==> config.mk <==
export PLATFORM = sky130hd
export DESIGN_NAME = pae_red8
export DESIGN_NICKNAME = d
export VERILOG_FILES = /design/src/hw/rtl/pae_pkg.sv /design/src/hw/rtl/pae_red8.sv
export SDC_FILE = /design/constraint.sdc
export NUM_CORES = 2
export LEC_CHECK = 0
export ABC_AREA = 1
export BUFFER_PORTS_ARGS = -buffer_cell sky130_fd_sc_hd__buf_2
export CAP_MARGIN = 20
export CELL_PAD_IN_SITES_DETAIL_PLACEMENT = 1
export CELL_PAD_IN_SITES_GLOBAL_PLACEMENT = 1
export CORE_AREA = 2 2 342 344
export CTS_CLUSTER_SIZE = 20
export DETAILED_ROUTE_END_ITERATION = 7
export DIE_AREA = 0 0 344 346
export PLACE_DENSITY = 0.56
export SLEW_MARGIN = 20
export SYNTH_ARGS = -nofsm -noshare
export SYNTH_HDL_FRONTEND = slang
export SYNTH_SLANG_ARGS = --single-unit
export TNS_END_PERCENT = 10
==> constraint.sdc <==
create_clock -name clk -period 8.25 [get_ports clk]
set_input_delay 1.2375 -clock clk [delete_from_list [all_inputs] [get_ports clk]]
set_output_delay 1.2375 -clock clk [all_outputs]
set_load 0.03 [all_outputs]
==> src/hw/rtl/pae_pkg.sv <==
// positional array engine package: sizes, operation codes, cell control
// and reduction leaf types, and the min/max/read merge function
// no dependencies
package pae_pkg;

  localparam int DEPTH  = 64;
  localparam int CNT_W  = $clog2(DEPTH + 1);
  localparam int POS_W  = 6;
  localparam int DATA_W = 32;
  localparam int RED_N  = 8;
  localparam int GROUPS = DEPTH / RED_N;

  localparam logic [CNT_W-1:0] CAP_RESET = CNT_W'(64);

  typedef enum logic [2:0] {
    OP_APPEND  = 3'd0,
    OP_INSERT  = 3'd1,
    OP_REMOVE  = 3'd2,
    OP_REVERSE = 3'd3,
    OP_READ    = 3'd4
  } op_t;

  typedef enum logic [1:0] {
    CM_HOLD,
    CM_INS,
    CM_DEL
  } cmode_t;

  typedef enum logic [2:0] {
    ST_IDLE,
    ST_EXEC,
    ST_RED1,
    ST_RED2,
    ST_OUT
  } state_t;

  typedef struct packed {
    cmode_t             mode;
    logic [CNT_W-1:0]   k;
    logic [DATA_W-1:0]  val;
  } cell_ctl_t;

  typedef struct packed {
    logic                     live;
    logic signed [DATA_W-1:0] mn;
    logic signed [DATA_W-1:0] mx;
    logic [DATA_W-1:0]        rd;
  } leaf_t;

  function automatic leaf_t leaf_merge(leaf_t a, leaf_t b);
    leaf_t r;
    r.live = a.live | b.live;
    r.rd   = a.rd | b.rd;
    if (a.live && b.live) begin
      r.mn = (b.mn < a.mn) ? b.mn : a.mn;
      r.mx = (b.mx > a.mx) ? b.mx : a.mx;
    end else if (a.live) begin
      r.mn = a.mn;
      r.mx = a.mx;
    end else begin
      r.mn = b.mn;
      r.mx = b.mx;
    end
    return r;
  endfunction

endpackage

==> src/hw/rtl/pae_red8.sv <==
// registered eight-input reduction node: min and max over live leaves,
// read select over all leaves, three merge levels then a register
// depends on pae_pkg
module pae_red8
  import pae_pkg::*;
(
  input  logic  clk,
  input  leaf_t leaves [RED_N],
  output leaf_t res
);

  leaf_t lvl1 [4];
  leaf_t lvl2 [2];
  leaf_t res_r;
  leaf_t res_nxt;

  always_comb begin
    for (int i = 0; i < 4; i++) begin
      lvl1[i] = leaf_merge(leaves[2*i], leaves[2*i+1]);
    end
    for (int i = 0; i < 2; i++) begin
      lvl2[i] = leaf_merge(lvl1[2*i], lvl1[2*i+1]);
    end
    res_nxt = leaf_merge(lvl2[0], lvl2[1]);
  end

  always_ff @(posedge clk) begin
    res_r <= res_nxt;
  end

  assign res = res_r;

endmodule
Yosys cells after proc, flatten, opt, wreduce, memory -nomap -nowiden
Cells that the tools add are included.
Widths: inputs -> output; s select.
{"block": "totals", "ff_bits": 97, "word_cells": 67, "mem_bits_rw": 0, "rom_bits": 0, "n_memories": 0, "inputBits": 777, "output_inout_bits": 97, "latchBits": 0}
{"block": "op_classes", "n_bitwise": 14, "n_mux": 28, "magnitude_cmp": 14, "n_div": 0, "n_mul": 0, "reduce_logical": 7, "addsub": 0, "shift": 0, "eq_ne": 0}
{"operator": "$mux 64", "n": 14}
{"operator": "$mux 32", "n": 14}
{"operator": "$gt 32x32->1", "n": 7}
{"operator": "$lt 32x32->1", "n": 7}
{"operator": "$or 32x32->32", "n": 7}
{"operator": "$logic_and 1x1->1", "n": 7}
{"operator": "$or 1x1->1", "n": 7}

Longest topological paths before layout
{"block": "logic_depth", "ltp_word": 9, "depth_mapped": 54, "ltp_nobuf": 51}

Worst setup path before layout
OpenSTA, ideal clock, no wires.
{"block": "synth_timing", "path_kind": "input -> register", "start": "input port leaves[160] (netlist name)", "end": "register res_r, in the netlist res[52]", "setup_time_ps": 113, "t_arrival_ps": 7636, "slack_ps": 501, "t_required_ps": 8137, "path_stages": 47, "path_buffers": 5, "cell_sequence": "inv_1 > ha_1 > nand2_1 > inv_1 > nand3_1 > nor3_1 > nor4b_2 > o21ai_0 > nand3_1 > nand3_2 > inv_1 > clkbuf_1 > buf_1 > nand2_1 > o211ai_1 > o221ai_1 > inv_1 > ha_1 > (+11 left out) > o211ai_1 > nand2_1 > ha_1 > a21oi_1 > o21a_1 > o21ai_0 > a221oi_1 > o221ai_1 > nand2_1 > nand2_1 > o41ai_1 > inv_1 > a21oi_1 > inv_1 > clkbuf_1 > buf_1 > o21ai_1 > inv_1"}
{"element": "from (decl)", "line": "pae_red8.sv:8", "text": "input leaf_t leaves [RED_N],"}
{"element": "to (signal assigned)", "line": "pae_red8.sv:28", "text": "res_r <= res_nxt;"}
{"element": "to (decl)", "line": "pae_red8.sv:14", "text": "leaf_t res_r;"}

==> flow_summary.json <==
{
  "met1_usage_pct": 24.7,
  "yosysWarningCount": 0,
  "antenna_found_initial": 54,
  "synthAdderAreaFrac_pct": 21.3,
  "path_max_fanout": 21,
  "rows": 125,
  "path_clk_slew_ns": 0.10,
  "crit_path_top_delay_cell": "ha_1",
  "ys_seq_area_share_pct": 7.54,
  "dp_cells": 6698,
  "power_mw": 5.44,
  "leakage_nw": 17.5,
  "drv_cap": 0,
  "fmax_mhz": 130,
  "largest_reg_flops": 97,
  "final_nets": 6403,
  "slew_headroom_pct": 16.6,
  "hold_viol_final": 0,
  "muxShareOfSynthArea_pct": 0,
  "clkSinkCount": 97,
  "drt-total-wl_um": 150000,
  "nFillCells": 15132,
  "min-delay-start": "leaves[515]",
  "root_buffer": "clkbuf_16",
  "die_y_um": 346,
  "fin_area_um2": 33200,
  "overflow": 0,
  "critPathLaunchType": "primary input",
  "grt_pass1_vias": 34042,
  "clock_path_buffers": 2,
  "drt_pass1_iterations": 5,
  "cp-startpoint": "leaves[526]",
  "cp.required_ns": 8.54,
  "max_stage_delay_ns": 0.33,
  "dpl.hpwl_um": 127000,
  "core-area_um2": 115000,
  "placed_area_um2": 32700,
  "cts_tree": "done",
  "avgSynthCellArea_um2": 5.92,
  "grt_max_degree": 75,
  "track_usage_pct": 24.2,
  "use_met3_pct": 3.54,
  "path_delay_family": "compound AO/OA/AOI/OAI gates",
  "grt.busiest_layer": "met2",
  "synth_cells": 4356,
  "worstMarginPinSlew_ns": 1.24,
  "synth_compound_area_share_pct": 30.0,
  "use_met2_pct": 47.0,
  "worst-path-buf-inv": 12,
  "peakVddDrop_mv": 0.174,
  "synth-seq-cells": 97,
  "stdcell_count": 6743,
  "syn_area_um2": 25800,
  "cpMostUsedCell": "nand2_1",
  "viasPerCell": 5.04,
  "status": "finished clean",
  "cp_data_arrival_time_ns": 7.98,
  "endpoint_kind": "register",
  "synth_cell_type_count": 48,
  "htreeDepth": 3,
  "power_density_nw_per_um2": 164,
  "synth_nets": 5571,
  "synth_top_family_by_area": "compound AO/OA/AOI/OAI gates",
  "areaGrowthSynthToFinish_pct": 28.8,
  "drc_errors": 0,
  "layout-drive-gt1-share_pct": 21.7,
  "final.period_utilization_pct": 93.2,
  "start_util_pct": 22.3,
  "cts_buffers": 9,
  "rsz0062_at_grt": "no",
  "setup_viol": 0,
  "yosys.area_share.simple_pct": 26.6,
  "maxSlewViolCount": 0,
  "ios": 874,
  "synthXorXnorAreaFrac_pct": 0.0680,
  "critical_path_class": "primary input to register",
  "die_x_um": 344,
  "ant_nets": 0,
  "vias": 34000,
  "dieArea_um2": 119000,
  "port_buffers": 873,
  "min_path_type": "primary input to register",
  "grt_pass1_wl_um": 216000,
  "wire_per_inst_um": 22.2,
  "gp_congestion": 0.897,
  "drt_iter0_markers": 1690,
  "min_period_ns": 7.69
}
[metrics by stage]
stage	TNS [ns]	hold WS (ns)	setup slack, ns	util [%]
finish	0	1.01	0.559	28.8
detailed placement	-2.42	1.43	-0.107	28.3
global placement	0	1.42	0.0319	28.3
CTS	0	0.978	0.334	28.6
global route	0	0.994	0.00264	28.7
floorplan	0	1.33	0.501	-
[timing repair]
action	in CTS	in global routing
resized for setup	0	25
hold buffers	0	0
endpoints found under the setup margin	0	64
setup buffers	0	3
[synth_stat cells, drive strengths merged]
cell type / count / share of area (%)
nand2: 1078 / 16
inv: 743 / 11
ha: 438 / 21
a21oi: 338 / 6.6
o21ai: 294 / 5.7
o211ai: 277 / 8.1
nand3: 202 / 4.1
clkbuf: 170 / 2.5
nor2: 153 / 2.2
o221ai: 147 / 5.0
dfxtp: 97 / 7.5
o22ai: 79 / 1.9
nand4: 76 / 1.8
nor4: 75 / 1.9
buf: 59 / 1.1
a211oi: 23 / 0.67
a22oi: 23 / 0.67
nor3: 20 / 0.39
o21a: 13 / 0.38
a21o: 11 / 0.33
clkinv: 6 / 0.087
a31oi: 5 / 0.12
nor4b: 5 / 0.22
a221oi: 3 / 0.10
nand3b: 3 / 0.087
o221a: 3 / 0.13
a2111oi: 2 / 0.073
a221o: 2 / 0.078
nor3b: 2 / 0.058
o21bai: 2 / 0.058
xor2: 2 / 0.068
a21boi: 1 / 0.029
and3: 1 / 0.024
o2111ai: 1 / 0.034
o41ai: 1 / 0.034
or2: 1 / 0.024
[worst paths after layout]
path / depth (start not counted) / end
min: 3 / res[30]$_DFF_P_
max: 47 / res[54]$_DFF_P_
[layout by cell type (no fill, tap or decap), types with 4 or more instances in the layout]
master     count
a211oi_1      23
a21o_1        10
a21oi_1      336
a22oi_1       23
a31oi_1        4
buf_12        17
buf_2        873
buf_4        157
clkbuf_16      9
dfxtp_1       97
diode_2       26
ha_1         438
inv_1        733
inv_2         10
nand2_1     1068
nand2_2        8
nand3_1      194
nand3_2        7
nand4_1       76
nor2_1       147
nor3_1        18
nor4_1        71
nor4_2         4
o211ai_1     277
o21a_1        13
o21ai_0      261
o21ai_1       33
o221ai_1     144
o22ai_1       79
[cells by family after synthesis]
family                     count (synthesis)
AOI/OAI and AO/OA                       1225
xor gates and xnor gates                   2
adders and majority gates                438
buffers and inverters                    978
DFF                                       97
and+or+nand+nor                         1616
[where the power goes]
group | switching [mW] | internal, mW | leakage (nW) | total (mW)
combinational | 2.76 | 1.45 | 16.5 | 4.21
clock | 0.256 | 0.217 | 0.147 | 0.474
sequential | 0.111 | 0.641 | 0.807 | 0.752
[area by class of cell]
type | instances | area [um^2] | share of cell area (%)
Antenna cell | 26 | 65.1 | 0.196
Clock buffer | 9 | 225 | 0.679
Clock inverter | 7 | 85.1 | 0.256
Inverter | 749 | 2820 | 8.49
Multi-Input combinational cell | 3281 | 20200 | 60.9
Sequential cell | 97 | 1940 | 5.85
Tap cell | 1524 | 1910 | 5.75
Timing Repair Buffer | 1050 | 5920 | 17.8
[worst min-delay path, delay by kind of cell]
family / cells / cell delay, ns
buffers and inverters: 1 / 0.08
and+or+nand+nor: 2 / 0.08
[routing by layer]
layer	up-vias	share of wire (%)	wire length [um]
met2	755	54	81000
met5	-	0.10	150
met1	16192	37	55300
met4	20	5.0	7440
li1	16804	-	-
met3	229	4.0	6060
Note: power is estimated with default switching activity, not from simulation.
