<file path="src/hw/rtl/pae_pkg.sv">
// positional array engine package: sizes, operation codes, cell control
// and reduction leaf types, and the min/max/read merge function
// no dependencies
package pae_pkg;

  localparam int DEPTH  = 64;
  localparam int CNT_W  = $clog2(DEPTH + 1);
  localparam int POS_W  = 6;
  localparam int DATA_W = 32;
  localparam int RED_N  = 8;
  localparam int GROUPS = DEPTH / RED_N;

  localparam logic [CNT_W-1:0] CAP_RESET = CNT_W'(64);

  typedef enum logic [2:0] {
    OP_APPEND  = 3'd0,
    OP_INSERT  = 3'd1,
    OP_REMOVE  = 3'd2,
    OP_REVERSE = 3'd3,
    OP_READ    = 3'd4
  } op_t;

  typedef enum logic [1:0] {
    CM_HOLD,
    CM_INS,
    CM_DEL
  } cmode_t;

  typedef enum logic [2:0] {
    ST_IDLE,
    ST_EXEC,
    ST_RED1,
    ST_RED2,
    ST_OUT
  } state_t;

  typedef struct packed {
    cmode_t             mode;
    logic [CNT_W-1:0]   k;
    logic [DATA_W-1:0]  val;
  } cell_ctl_t;

  typedef struct packed {
    logic                     live;
    logic signed [DATA_W-1:0] mn;
    logic signed [DATA_W-1:0] mx;
    logic [DATA_W-1:0]        rd;
  } leaf_t;

  function automatic leaf_t leaf_merge(leaf_t a, leaf_t b);
    leaf_t r;
    r.live = a.live | b.live;
    r.rd   = a.rd | b.rd;
    if (a.live && b.live) begin
      r.mn = (b.mn < a.mn) ? b.mn : a.mn;
      r.mx = (b.mx > a.mx) ? b.mx : a.mx;
    end else if (a.live) begin
      r.mn = a.mn;
      r.mx = a.mx;
    end else begin
      r.mn = b.mn;
      r.mx = b.mx;
    end
    return r;
  endfunction

endpackage

</file>
<file path="src/hw/rtl/pae_cell.sv">
// one storage cell of the array chain: holds one word, takes its left
// neighbor on an insert shift, its right neighbor on a remove shift
// depends on pae_pkg
module pae_cell
  import pae_pkg::*;
(
  input  logic              clk,
  input  logic [CNT_W-1:0]  idx,
  input  cell_ctl_t         ctl,
  input  logic [DATA_W-1:0] left_q,
  input  logic [DATA_W-1:0] right_q,
  output logic [DATA_W-1:0] q
);

  logic [DATA_W-1:0] q_r;
  logic [DATA_W-1:0] q_nxt;

  always_comb begin
    q_nxt = q_r;
    case (ctl.mode)
      CM_INS: begin
        if (idx > ctl.k) begin
          q_nxt = left_q;
        end else if (idx == ctl.k) begin
          q_nxt = ctl.val;
        end
      end
      CM_DEL: begin
        if (idx >= ctl.k) begin
          q_nxt = right_q;
        end
      end
      default: q_nxt = q_r;
    endcase
  end

  always_ff @(posedge clk) begin
    q_r <= q_nxt;
  end

  assign q = q_r;

endmodule

</file>
<file path="config.mk">
export PLATFORM = sky130hd
export DESIGN_NAME = pae_cell
export DESIGN_NICKNAME = d
export VERILOG_FILES = /design/src/hw/rtl/pae_pkg.sv /design/src/hw/rtl/pae_cell.sv
export SDC_FILE = /design/constraint.sdc
export NUM_CORES = 1
export LEC_CHECK = 0
export ABC_CLOCK_PERIOD_IN_PS = 6000
export BUFFER_PORTS_ARGS = -buffer_cell sky130_fd_sc_hd__buf_2
export CORE_MARGIN = 4
export CORE_UTILIZATION = 45
export DETAILED_ROUTE_END_ITERATION = 12
export HOLD_SLACK_MARGIN = 0.12
export PLACE_DENSITY = 0.82
export RECOVER_POWER = 25
export SYNTH_ARGS = -nofsm -noshare
export SYNTH_HDL_FRONTEND = slang
export SYNTH_SLANG_ARGS = --single-unit
</file>
<file path="constraint.sdc">
create_clock -name clk -period 6 [get_ports clk]
set_input_delay 0.9 -clock clk [delete_from_list [all_inputs] [get_ports clk]]
set_output_delay 0.9 -clock clk [all_outputs]
set_load 0.01 [all_outputs]
</file>
Yosys cells after proc, flatten, opt, wreduce, memory -nomap -nowiden
Index checks and enable logic that the tools add are counted.
{"block": "word_totals", "output_inout_bits": 32, "inputBits": 113, "wordCells": 14, "reg_bits": 32}
{"block": "op_classes", "n_lt_le_gt_ge": 2, "muxes": 4, "n_reduce_logical": 2, "eq_ne": 5}
{"operator": "$mux W32", "count": 3}
{"operator": "$pmux W32 S2", "count": 1}
{"operator": "$eq A7 B7 Y1", "count": 1}
{"operator": "$ge A7 B7 Y1", "count": 1}
{"operator": "$gt A7 B7 Y1", "count": 1}
{"operator": "$ne A3 B3 Y1 const B", "count": 1}
{"operator": "$reduce_and A3 Y1", "count": 1}
{"operator": "$eq A2 B1 Y1 const B", "count": 1}
{"operator": "$eq A2 B2 Y1 const B", "count": 1}
{"operator": "$ne A2 B2 Y1 const B", "count": 1}
{"operator": "$reduce_bool A2 Y1", "count": 1}

Depth between registers and ports, before layout
Gate-level depths: netlist of the first run.
{"block": "depth", "depth_word": 4, "mapped_depth": 8, "ltp_nobuf": 6}

Worst setup path after synthesis of the first run
Ideal clock, no wire load.
{"block": "synth_timing", "path_kind": "input to register", "from": "in ctl[38] (netlist name)", "to": "reg q_r[0] (netlist: q[0]), enable pin", "path_stages": 7, "setup_time_ps": 432, "arrival_time_ps": 3459, "path_slack_ps": 2109, "cell_sequence": "inv_1 ha_1 nand2_1 o21ai_4 buf_4 a21oi_1 a21oi_1"}
{"block": "synth_via", "elab_chain_len": 3, "word_cells_on_any_way": 6, "classes_between": "order compare: 2; eq/ne: 3; reduce/logical: 1"}
{"item": "start: declaration", "line": "pae_cell.sv:9", "rtl": "input cell_ctl_t ctl,"}
{"item": "$gt A7 B7 Y1 (tied with other cells)", "line": "pae_cell.sv:22", "rtl": "if (idx > ctl.k) begin"}
{"item": "$ne A3 B3 Y1 (no line) or $ne A2 B2 Y1 (tied branches)"}
{"item": "$reduce_and A3 Y1 (no line) (*)"}
{"item": "end signal: assignment", "line": "pae_cell.sv:38", "rtl": "q_r <= q_nxt;"}
{"item": "end: declaration", "line": "pae_cell.sv:15", "rtl": "logic [DATA_W-1:0] q_r;"}
Every way passes the cells marked *; elsewhere a longest branch is shown, timed or not.
A chain may end at the register's enable or synchronous reset.

Worst setup path in the final report of the first run
{"block": "layout_timing", "from": "in ctl[34] (netlist name)", "to": "reg q_r[3] (netlist: q[3]), enable pin"}
Same word-level chain as after synthesis.

==> summary.md, run 1 <==
| Metric | Value |
|---|---|
| Fraction of layout cells with a size suffix above 1 | `30.56%` |
| Flip-flop count of the largest register, all copies and words added | `32` |
| Worst-path fanout max | `34` |
| Initial cell density of the core | `between 40% and 50%` |
| Layout net count | `between 500 and 600` |
| Avg Inst Size Synth | `just under 9 um2` |
| Synth top area cells | `edfxtp_1, mux2i_1, a21boi_0` |
| Worst-case hold slack | `0.9685 ns` |
| Slew Limit Fails | `0` |
| Site row count | `28` |
| Path type of the worst setup path | `in2reg` |
| Number of antenna violations at the first check in global routing | `0` |
| CTS Buf Count | `5` |
| Worst path required time | `5.90 ns` |
| Commonest non-fill, non-tap cell in the layout | `buf_2` |
| Synthesized net count | `444` |
| Hold buffers post-CTS | `0` |
| Net switching share of the total power | `33.23%` |
| Total negative setup slack | `0 ns` |
| TritonCTS Sinks | `32` |
| Fraction of the cycle the final worst path needs | `59.84%` |
| H-tree level count | `2` |
| Place WS | `~2.2 ns` |
| Clock slew at the register clock pins of the worst setup and hold paths | `0.07 ns` |
| Max stage delay cell, worst path | `a21o_1` |
| Clock root buffer | `clkbuf_8` |
| Warning count from the yosys run | `0` |
| Power density over the cells | `around 200 mW/mm2` |
| Worst path max stage delay | `between 0.9 and 1 ns` |
| Arrival time worst endpoint | `around 3.5 ns` |
| I/O Pins | `~150` |
| Number of failing setup endpoints in the final timing report | `0` |
| Max Fclk | `0.2785 GHz` |
| Overall via count from detail_route | `between 3,000 and 4,000` |
| Util after Layout | `59.30%` |
| Number of nets with antenna violations after detailed routing | `0` |
| Sum of overflow across all layers after global routing | `0` |
| Global-route wire length before repair | `14.21 mm` |
| Yosys top cell area share | `between 30% and 40%` |
| Die area | `0.007644 mm2` |
| Antenna diodes | `0` |
| Routed wire length per instance | `17.33 um` |
| Most area-hungry cell type in the Yosys netlist | `edfxtp_1` |
| DP Wirelength | `slightly above 6 mm` |
| Violation count after the first detailed-route iteration | `between 200 and 250` |
| Die width | `87.43 um` |
| CP Launch Type | `input port` |
| Run status | `completed` |
| Pin slew with the least headroom to its limit | `1.194 ns` |
| Max Cap Violations | `0` |
| GRT Total Usage | `between 20 and 25%` |
| Sequential share of power | `41.4%` |
| Total detailed-routing wirelength | `about 9.0 mm` |
| Min Clock Period, post-route | `3.591 ns` |
| Number of synthesized register bits | `32` |
| Total internal power | `0.4697 mW` |
| Hold path start | `right_q[22]` |
| Max transition margin | `between 20% and 30%` |
| Count of endpoints failing hold in the final timing report | `0` |
| Vias per cell | `5.908` |
| Cts repair resizes | `0` |
| Kind of path behind the tightest hold check | `in2reg` |
| Area of the mapped netlist | `0.002839 mm2` |
| Capture endpoint of the worst hold path | `q[22]$_DFFE_PP_` |
| Total setup buffers inserted after CTS | `0` |
| Combinational share of power | `a little over a third` |
| Peak ir drop on the vdd network | `a little under 0.1 mV` |
| Gate count after technology mapping | `324` |
| Number of non-filler instances in the completed layout | `520` |
| Critical Path End Type | `flop` |
| Height of the die | `around 87 um` |
| Clock tree from TritonCTS | `done` |
| DRC violation count after routing | `0` |
| Sequential-to-total area share from yosys stat | `about a third` |
| Standard cell core area | `0.006026 mm2` |
| RSZ-0062 raised after global routing | `no` |
| Vias in the first global route | `roughly 3,100` |
| Clk pwr share | `23.0%` |
| Final estimated routing congestion in global placement | `0.8455` |
| Top library cells by usage in the layout, fill and taps aside | `buf_2, a21oi_1` |
| Count of TritonRoute iterations in the first routing pass | `5` |
| Post-layout worst setup margin | `2.410 ns` |
| Library cells used by synthesis | `28` |
| Static leakage power | `1.485 nW` |
| Crit path cell chain | `buf_2 > inv_1 > ha_1 > a21o_1 > or3_1 > a21oi_1 > a21oi_4` |
| Worst-case clock buffer depth | `2` |
| Number of instances in the placed design | `between 500 and 600` |
| Power dissipated by switching net loads | `around 0.23 mW` |
| Count of buffers from port buffering | `144` |
| Largest net degree at the start of global routing | `35` |
| Area Overhead vs Synth | `25.87%` |
| Number of cells traversed by the worst hold path | `3` |
-- routing by layer --
layer  vias to the layer above  share of wire (%)  wire [um]  track usage [%]
met5                         -                  0          0                0
met4                         0                1.7        150            9.344
met3                        17                9.9        891            5.203
met2                       179                 49       4408            39.59
met1                      1418                 40       3562            27.56
li1                       1458                  -          -                -
-- per-stage QoR --
step                      instance area [um2]  power [mW]
after floorplan                          2839      0.4559
after global placement                   3523      0.5376
after global routing                     3573      0.7437
final                                    3573      0.7034
after detailed placement                 3523      0.5472
after CTS                                3603      0.7078
-- how the worst max path moves through the flow --
stage | start | to | slack (ns) | cells after the start
floorplan | ctl[38] | q[0]$_DFFE_PP_ | 2.11 | 7
global placement | idx[2] | q[14]$_DFFE_PP_ | 2.27 | 6
detailed placement | ctl[38] | q[20]$_DFFE_PP_ | 2.15 | 6
CTS | ctl[34] | q[1]$_DFFE_PP_ | 2.45 | 7
global route | ctl[34] | q[7]$_DFFE_PP_ | 2.19 | 7
finish | ctl[34] | q[3]$_DFFE_PP_ | 2.41 | 7
-- cells by family (layout without fill, tap and decap cells) --
kind of cell               Yosys count  count (layout)  synth area share (%)
DFF                                 32              32                 33.85
AOI/OAI and AO/OA                  136             136                 29.57
muxes                               32              32                 11.28
adders and majority gates            7               7                 3.085
and+or+nand+nor                     75              75                 15.07
buffers and inverters               42             163                 7.140
-- power groups by stage --
stage          sequential, mW  combinational (mW)  clock (mW)
2_1_floorplan           0.312               0.144           0
3_3_place_gp            0.295               0.242           0
3_5_place_dp            0.296               0.251           0
4_1_cts                 0.291               0.252       0.165
5_1_grt                 0.294               0.275       0.175
6_report                0.292               0.250       0.162
-- cell type report --
class	instances	area [um2]
clock buffers	7	76.32
clock inverters	1	3.754
fillers	569	2452
inverters	7	26.28
multi-input cells	250	1692
flip-flops and latches	32	960.9
well taps	75	93.84
repair buffers	148	720.7
-- worst max-delay path: cells and delay by family --
kind,cells,cell delay [ns]
adder cells (fa/ha/maj),1,0.32
AO/OA/AOI/OAI,3,1.91
AND/OR/NAND/NOR,1,0.21
buffers and inverters,2,0.11
-- Yosys cell counts, drive strengths merged --
cell type,number
mux2i,32
a21oi,36
inv,7
buf,13
ha,7
and3b,1
edfxtp,32
nand2,1
nand4,1
and3,1
a21boi,32
nor2,33
a31oi,32
nand2b,2
nor2b,1
or3,1
nand3,1
and4,1
o211a,2
nor3b,32
o21ai,33
clkbuf,22
a21o,1
No activity file was read; power rests on OpenSTA's default activity.
==> run 2: changes to the inputs <==
- ABC_CLOCK_PERIOD_IN_PS: 6000 -> 3200
- CORE_UTILIZATION: 45 -> 42
- PLACE_DENSITY: 0.82 -> 0.81
- clock period: 6 -> 3.2 ns (I/O delays scaled with it)
==> run 2 against run 1 <==
Net effect: count of clock-buffer cells in the layout fell by 1; sequential share of layout area decreased by 0.50 points; clock power rose by 140%; sequential power up 88%; combinational power is 93% higher; critical path type unchanged; largest cell class unchanged; largest power group unchanged.
==> summary.md, run 2 (synthesis gave the netlist of run 1 again) <==
| Metric | Value |
|---|---|
| Number of nets with antenna violations after detailed routing | `0 (unchanged)` |
| Number of non-filler instances in the completed layout | `527 (+1.3%)` |
| Routed wire length per instance | `18.56 um (+7.1%)` |
| Global-route wire length before repair | `15.33 mm (+7.9%)` |
| Number of failing setup endpoints in the final timing report | `0 (unchanged)` |
| Fraction of layout cells with a size suffix above 1 | `31.78% (+1.2 points)` |
| Overall via count from detail_route | `3,221 (+4.9%)` |
| Start point of the critical path | `ctl[38]` |
| Vias per cell | `6.112 (+3.5%)` |
| GRT Total Usage | `22.58% (-0.44 points)` |
| Util after Layout | `56.37% (-2.9 points)` |
| Die area | `0.008139 mm2 (+6.5%)` |
| Worst-case clock buffer depth | `2 (unchanged)` |
| Max transition margin | `29.00% (+8.7 points)` |
| Final estimated routing congestion in global placement | `0.8025 (-5.1%)` |
| Area Overhead vs Synth | `28.25%` |
| Max Cap Violations | `0 (unchanged)` |
| Worst-case hold slack | `0.5435 ns (-0.4250 ns)` |
| Height of the die | `90.22 um (+3.2%)` |
| Max stage delay cell, worst path | `o211a_4` |
| CTS Buf Count | `5 (unchanged)` |
| TritonCTS Sinks | `32 (unchanged)` |
| Top library cells by usage in the layout, fill and taps aside | `buf_2, a21oi_1` |
| Die width | `90.22 um (+3.2%)` |
| Crit path cell chain | `buf_2 > inv_1 > ha_1 > and4_1 > buf_4 > o211a_4 > a21oi_1 > a31oi_1` |
| Worst-path fanout max | `33 (-2.9%)` |
| Clock root buffer | `clkbuf_8` |
| Sum of overflow across all layers after global routing | `0 (unchanged)` |
| Post-layout worst setup margin | `0.9558 ns (-1.454 ns)` |
| Register area | `960.9 um2 (unchanged)` |
| Crit path buf inv count | `3 (+1)` |
| CP Launch Type | `input port` |
| DRC violation count after routing | `0 (unchanged)` |
| Critical Path End Type | `flop` |
| H-tree level count | `2 (unchanged)` |
| Area occupied by multi-input gates | `0.001692 mm2 (unchanged)` |
| Count of endpoints failing hold in the final timing report | `0 (unchanged)` |
| Min Clock Period, post-route | `2.244 ns` |
| CP top delay family | `compound AO/OA/AOI/OAI gates` |
| Run status | `completed` |
| Layout net count | `569 (+0.89%)` |
| Total placed instance area | `0.003563 mm2 (+1.1%)` |
| Total negative setup slack | `0 ns (unchanged)` |
| Violation count after the first detailed-route iteration | `234 (-3.3%)` |
| Count of buffers from port buffering | `144 (unchanged)` |
| Static leakage power | `1.526 nW (+2.8%)` |
| Clock slew at the register clock pins of the worst setup and hold paths | `0.07 ns (about the same)` |
| Sum of internal, switching and leakage power | `1.421 mW (+100%)` |
| Number of instances in the placed design | `519 (+1.4%)` |
| Path type of the worst setup path | `in2reg` |
| Power density over the cells | `390.2 mW/mm2 (+98%)` |
| Hold buffers post-CTS | `0 (unchanged)` |
| Total setup buffers inserted after CTS | `0 (unchanged)` |
| Initial cell density of the core | `43.96% (-3.2 points)` |
| Peak ir drop on the vdd network | `0.1686 mV (+75%)` |
| Arrival time worst endpoint | `2.36 ns (-1.13 ns)` |
| Vias in the first global route | `3,238 (+4.2%)` |
| Capture endpoint of the worst hold path | `q[5]$_DFFE_PP_` |
| Cts repair resizes | `0 (unchanged)` |
| Place WS | `0.6594 ns (-1.492 ns)` |
| Hold path start | `right_q[5]` |
| Number of antenna violations at the first check in global routing | `0 (unchanged)` |
| Largest net degree at the start of global routing | `34 (-2.9%)` |
| Commonest non-fill, non-tap cell in the layout | `buf_2` |
| Total of fill cells in the finished design | `625 (+9.8%)` |
| Worst path max stage delay | `0.50 ns (-0.42 ns)` |
| Kind of path behind the tightest hold check | `in2reg` |
| Total detailed-routing wirelength | `9.782 mm (+8.5%)` |
| Worst path required time | `3.31 ns (-2.59 ns)` |
| RSZ-0062 raised after global routing | `no` |
| I/O Pins | `145 (unchanged)` |
| DP Wirelength | `6.665 mm (+10%)` |
| Fraction of the cycle the final worst path needs | `70.13%` |
| Post-route design area | `0.003641 mm2 (+1.9%)` |
| Pin slew with the least headroom to its limit | `1.063 ns (-0.1318 ns)` |
| Count of TritonRoute iterations in the first routing pass | `5 (unchanged)` |
| Clock tree from TritonCTS | `done` |
| Slew Limit Fails | `0 (unchanged)` |
| Site row count | `29 (+3.6%)` |
| Standard cell core area | `0.006459 mm2 (+7.2%)` |
| Antenna diodes | `0 (unchanged)` |
| Number of cells traversed by the worst hold path | `3 (unchanged)` |
| Flip-flop count of the largest register, all copies and words added | `32 (unchanged)` |
| Max Fclk | `0.4456 GHz` |
-- run 2: final cells by class --
class,count,area share [%]
clock inverters,2,0.9622
flip-flops and latches,32,26.39
repair buffers,153,20.82
inverters,7,0.7216
clock buffers,6,1.993
well taps,77,2.646
multi-input cells,250,46.46
-- run 2: power by group --
group | leakage [nW] | switching [mW] | internal, mW
clock | 0.0552 | 0.159 | 0.231
combinational | 1.17 | 0.280 | 0.201
sequential | 0.306 | 0.0152 | 0.534
-- run 2: metal layers --
metal / wire [um] / global-route usage [%]
met2: 4931 / 40.07
met3: 879 / 5.509
met5: 0 / 0
met1: 3720 / 25.78
met4: 251 / 9.439
-- run 2: how the worst max path moves through the flow --
| stage | slack, ns | to | cells after the start |
|---|---|---|---|
| 2_1_floorplan | 0.44 | q[0]$_DFFE_PP_ | 7 |
| 3_3_place_gp | 0.72 | q[6]$_DFFE_PP_ | 7 |
| 3_5_place_dp | 0.66 | q[24]$_DFFE_PP_ | 7 |
| 4_1_cts | 0.96 | q[5]$_DFFE_PP_ | 7 |
| 5_1_grt | 0.84 | q[22]$_DFFE_PP_ | 8 |
| 6_report | 0.96 | q[8]$_DFFE_PP_ | 8 |
==> run 3: changes to the inputs <==
- ABC_CLOCK_PERIOD_IN_PS: 3200 -> 2300
- CORE_UTILIZATION: 42 -> 45
- PLACE_DENSITY: 0.81 -> 0.82
- clock period: 3.2 -> 2.3 ns (I/O delays scaled with it)
==> run 3 against run 2 <==
Net effect: flip-flop and latch count did not move; routed wire length decreased by 2.0%; combinational power increased by 41%; sequential power rose by 39%; first-iteration DRC count shrank 11%; worst setup slack worse by 0.83 ns; cell count shrank 0.38%; die area shrank 6.1%; design area is 0.45% lower; global-route usage rose by 1.5 points; critical endpoint is now q[12]$_DFFE_PP_; largest cell class unchanged; largest power group unchanged.
==> summary.md, run 3 (synthesis gave the netlist of run 1 again) <==
| Metric | Value |
|---|---|
| Layout net count | `570 (+0.18%)` |
| Count of endpoints failing hold in the final timing report | `0 (unchanged)` |
| Fraction of layout cells with a size suffix above 1 | `32.44% (+0.67 points)` |
| Sum of internal, switching and leakage power | `1.850 mW (+30%)` |
| Total negative setup slack | `0 ns (unchanged)` |
| Vias in the first global route | `3,367 (+4.0%)` |
| Fraction of the cycle the final worst path needs | `94.71%` |
| Area Overhead vs Synth | `27.68%` |
| Number of nets with antenna violations after detailed routing | `0 (unchanged)` |
| Max Cap Violations | `0 (unchanged)` |
| Die width | `87.43 um (-3.1%)` |
| Global-route wire length before repair | `14.74 mm (-3.9%)` |
| TritonCTS Sinks | `32 (unchanged)` |
| DRC violation count after routing | `0 (unchanged)` |
| Count of buffers from port buffering | `144 (unchanged)` |
| CTS Buf Count | `5 (unchanged)` |
| I/O Pins | `145 (unchanged)` |
| Max transition margin | `24.54% (-4.5 points)` |
| Max Fclk | `0.4591 GHz` |
| Worst-case clock buffer depth | `2 (unchanged)` |
| Number of instances in the placed design | `518 (-0.19%)` |
| Flip-flop count of the largest register, all copies and words added | `32 (unchanged)` |
| Crit path cell chain | `buf_2 > inv_1 > ha_1 > and3b_1 > or3_1 > a21oi_1 > a21oi_4` |
| Worst path max stage delay | `0.86 ns (+0.36 ns)` |
| Worst-path fanout max | `32 (-3.0%)` |
| RSZ-0062 raised after global routing | `no` |
| Kind of path behind the tightest hold check | `in2reg` |
| Min Clock Period, post-route | `between 2 and 2.5 ns` |
| Path type of the worst setup path | `in2reg` |
| Total of fill cells in the finished design | `590 (-5.6%)` |
| Commonest non-fill, non-tap cell in the layout | `buf_2` |
| Clock slew at the register clock pins of the worst setup and hold paths | `0.07 ns (about the same)` |
| Critical Path End Type | `flop` |
| Number of non-filler instances in the completed layout | `525 (-0.38%)` |
| Worst path required time | `2.19 ns (-1.12 ns)` |
| Antenna diodes | `0 (unchanged)` |
| Clock root buffer | `clkbuf_8` |
| Clock tree from TritonCTS | `done` |
| Standard cell core area | `0.006026 mm2 (-6.7%)` |
| Die area | `0.007644 mm2 (-6.1%)` |
| CP top delay family | `compound AO/OA/AOI/OAI gates` |
| CP Launch Type | `input port` |
| Total placed instance area | `0.003568 mm2 (+0.14%)` |
| Max stage delay cell, worst path | `a21oi_4` |
| Slew Limit Fails | `0 (unchanged)` |
| Register area | `960.9 um2 (unchanged)` |
| Routed wire length per instance | `18.26 um (-1.6%)` |
| Final estimated routing congestion in global placement | `0.8441 (+5.2%)` |
| Post-route design area | `0.003625 mm2 (-0.45%)` |
| Run status | `completed` |
| Static leakage power | `1.526 nW (about the same)` |
| Total detailed-routing wirelength | `9.587 mm (-2.0%)` |
| Count of TritonRoute iterations in the first routing pass | `5 (unchanged)` |
| Sum of overflow across all layers after global routing | `0 (unchanged)` |
| Vias per cell | `6.124 (+0.19%)` |
| DP Wirelength | `6.526 mm (-2.1%)` |
| H-tree level count | `2 (unchanged)` |
| GRT Total Usage | `24.13% (+1.5 points)` |
| Arrival time worst endpoint | `2.07 ns (-0.29 ns)` |
| Peak ir drop on the vdd network | `0.2415 mV (+43%)` |
| Number of failing setup endpoints in the final timing report | `0 (unchanged)` |
| Pin slew with the least headroom to its limit | `1.129 ns (+0.06675 ns)` |
| Crit path buf inv count | `2 (-1)` |
| Initial cell density of the core | `47.11% (+3.2 points)` |
| Largest net degree at the start of global routing | `34 (unchanged)` |
| Number of antenna violations at the first check in global routing | `0 (unchanged)` |
| Violation count after the first detailed-route iteration | `208 (-11%)` |
| Top library cells by usage in the layout, fill and taps aside | `buf_2, a21oi_1` |
| Overall via count from detail_route | `3,215 (-0.19%)` |
| Site row count | `28 (-3.4%)` |
| Hold buffers post-CTS | `0 (unchanged)` |
| Height of the die | `87.43 um (-3.1%)` |
| Area occupied by multi-input gates | `0.001697 mm2 (+0.30%)` |
| Power density over the cells | `510.5 mW/mm2 (+31%)` |
## run 3: changes by cell type in the layout (fill, tap and decap cells not counted), sizes merged
cell,delta
clkbuf,-5
bufinv,-1
clkinv,+1
buf,+5
## run 3: cell type report
| cell class | instances | area share, % |
|---|---|---|
| clock buffer | 5 | 1.899 |
| tap | 75 | 2.589 |
| sequential | 32 | 26.51 |
| multi-input combinational | 250 | 46.81 |
| timing repair buffer | 154 | 21.26 |
| clock inverter | 2 | 0.2071 |
| inverter | 7 | 0.7249 |
## run 3: timing repair
action / 4_1_cts / 5_1_grt
resized for setup: 0 / 1
buffers inserted: 0 / 0
endpoints found under the hold margin: 0 / 0
endpoints found under the setup margin: 0 / 32
## run 3: worst min-delay path: stages
cell and delay [ns]:
buf_2 0.08, nor2_1 0.04, a31oi_1 0.12
## run 3: worst paths after layout
path               startpoint               to  slack [ns]  cells past startpoint
hold / removal    right_q[16]  q[16]$_DFFE_PP_        0.42                      3
setup / recovery      ctl[34]  q[12]$_DFFE_PP_        0.12                      7
## run 3: report_power, final
part	leakage [nW]	switching [mW]	internal [mW]	total [mW]
clock	0.0391	0.210	0.200	0.410
combinational	1.18	0.392	0.287	0.679
sequential	0.306	0.0193	0.742	0.762
## run 3: through the flow
stage	util [%]	hold WS, ns	setup slack [ns]
4_1_cts	60.49	0.4027	0.003139
3_3_place_gp	59.22	0.6908	-0.1553
6_report	60.15	0.4160	0.1218
5_1_grt	60.15	0.4141	0.002296
2_1_floorplan	-	0.5987	0.03045
3_5_place_dp	59.22	0.6964	-0.2793
## run 3: layer usage
layer / share of wire (%) / vias up / GRT usage, %
met5: 0 / - / 0
met4: 1.6 / 0 / 10.46
met3: 11 / 14 / 4.825
met2: 51 / 212 / 44.93
met1: 36 / 1518 / 26.03
li1: - / 1471 / -
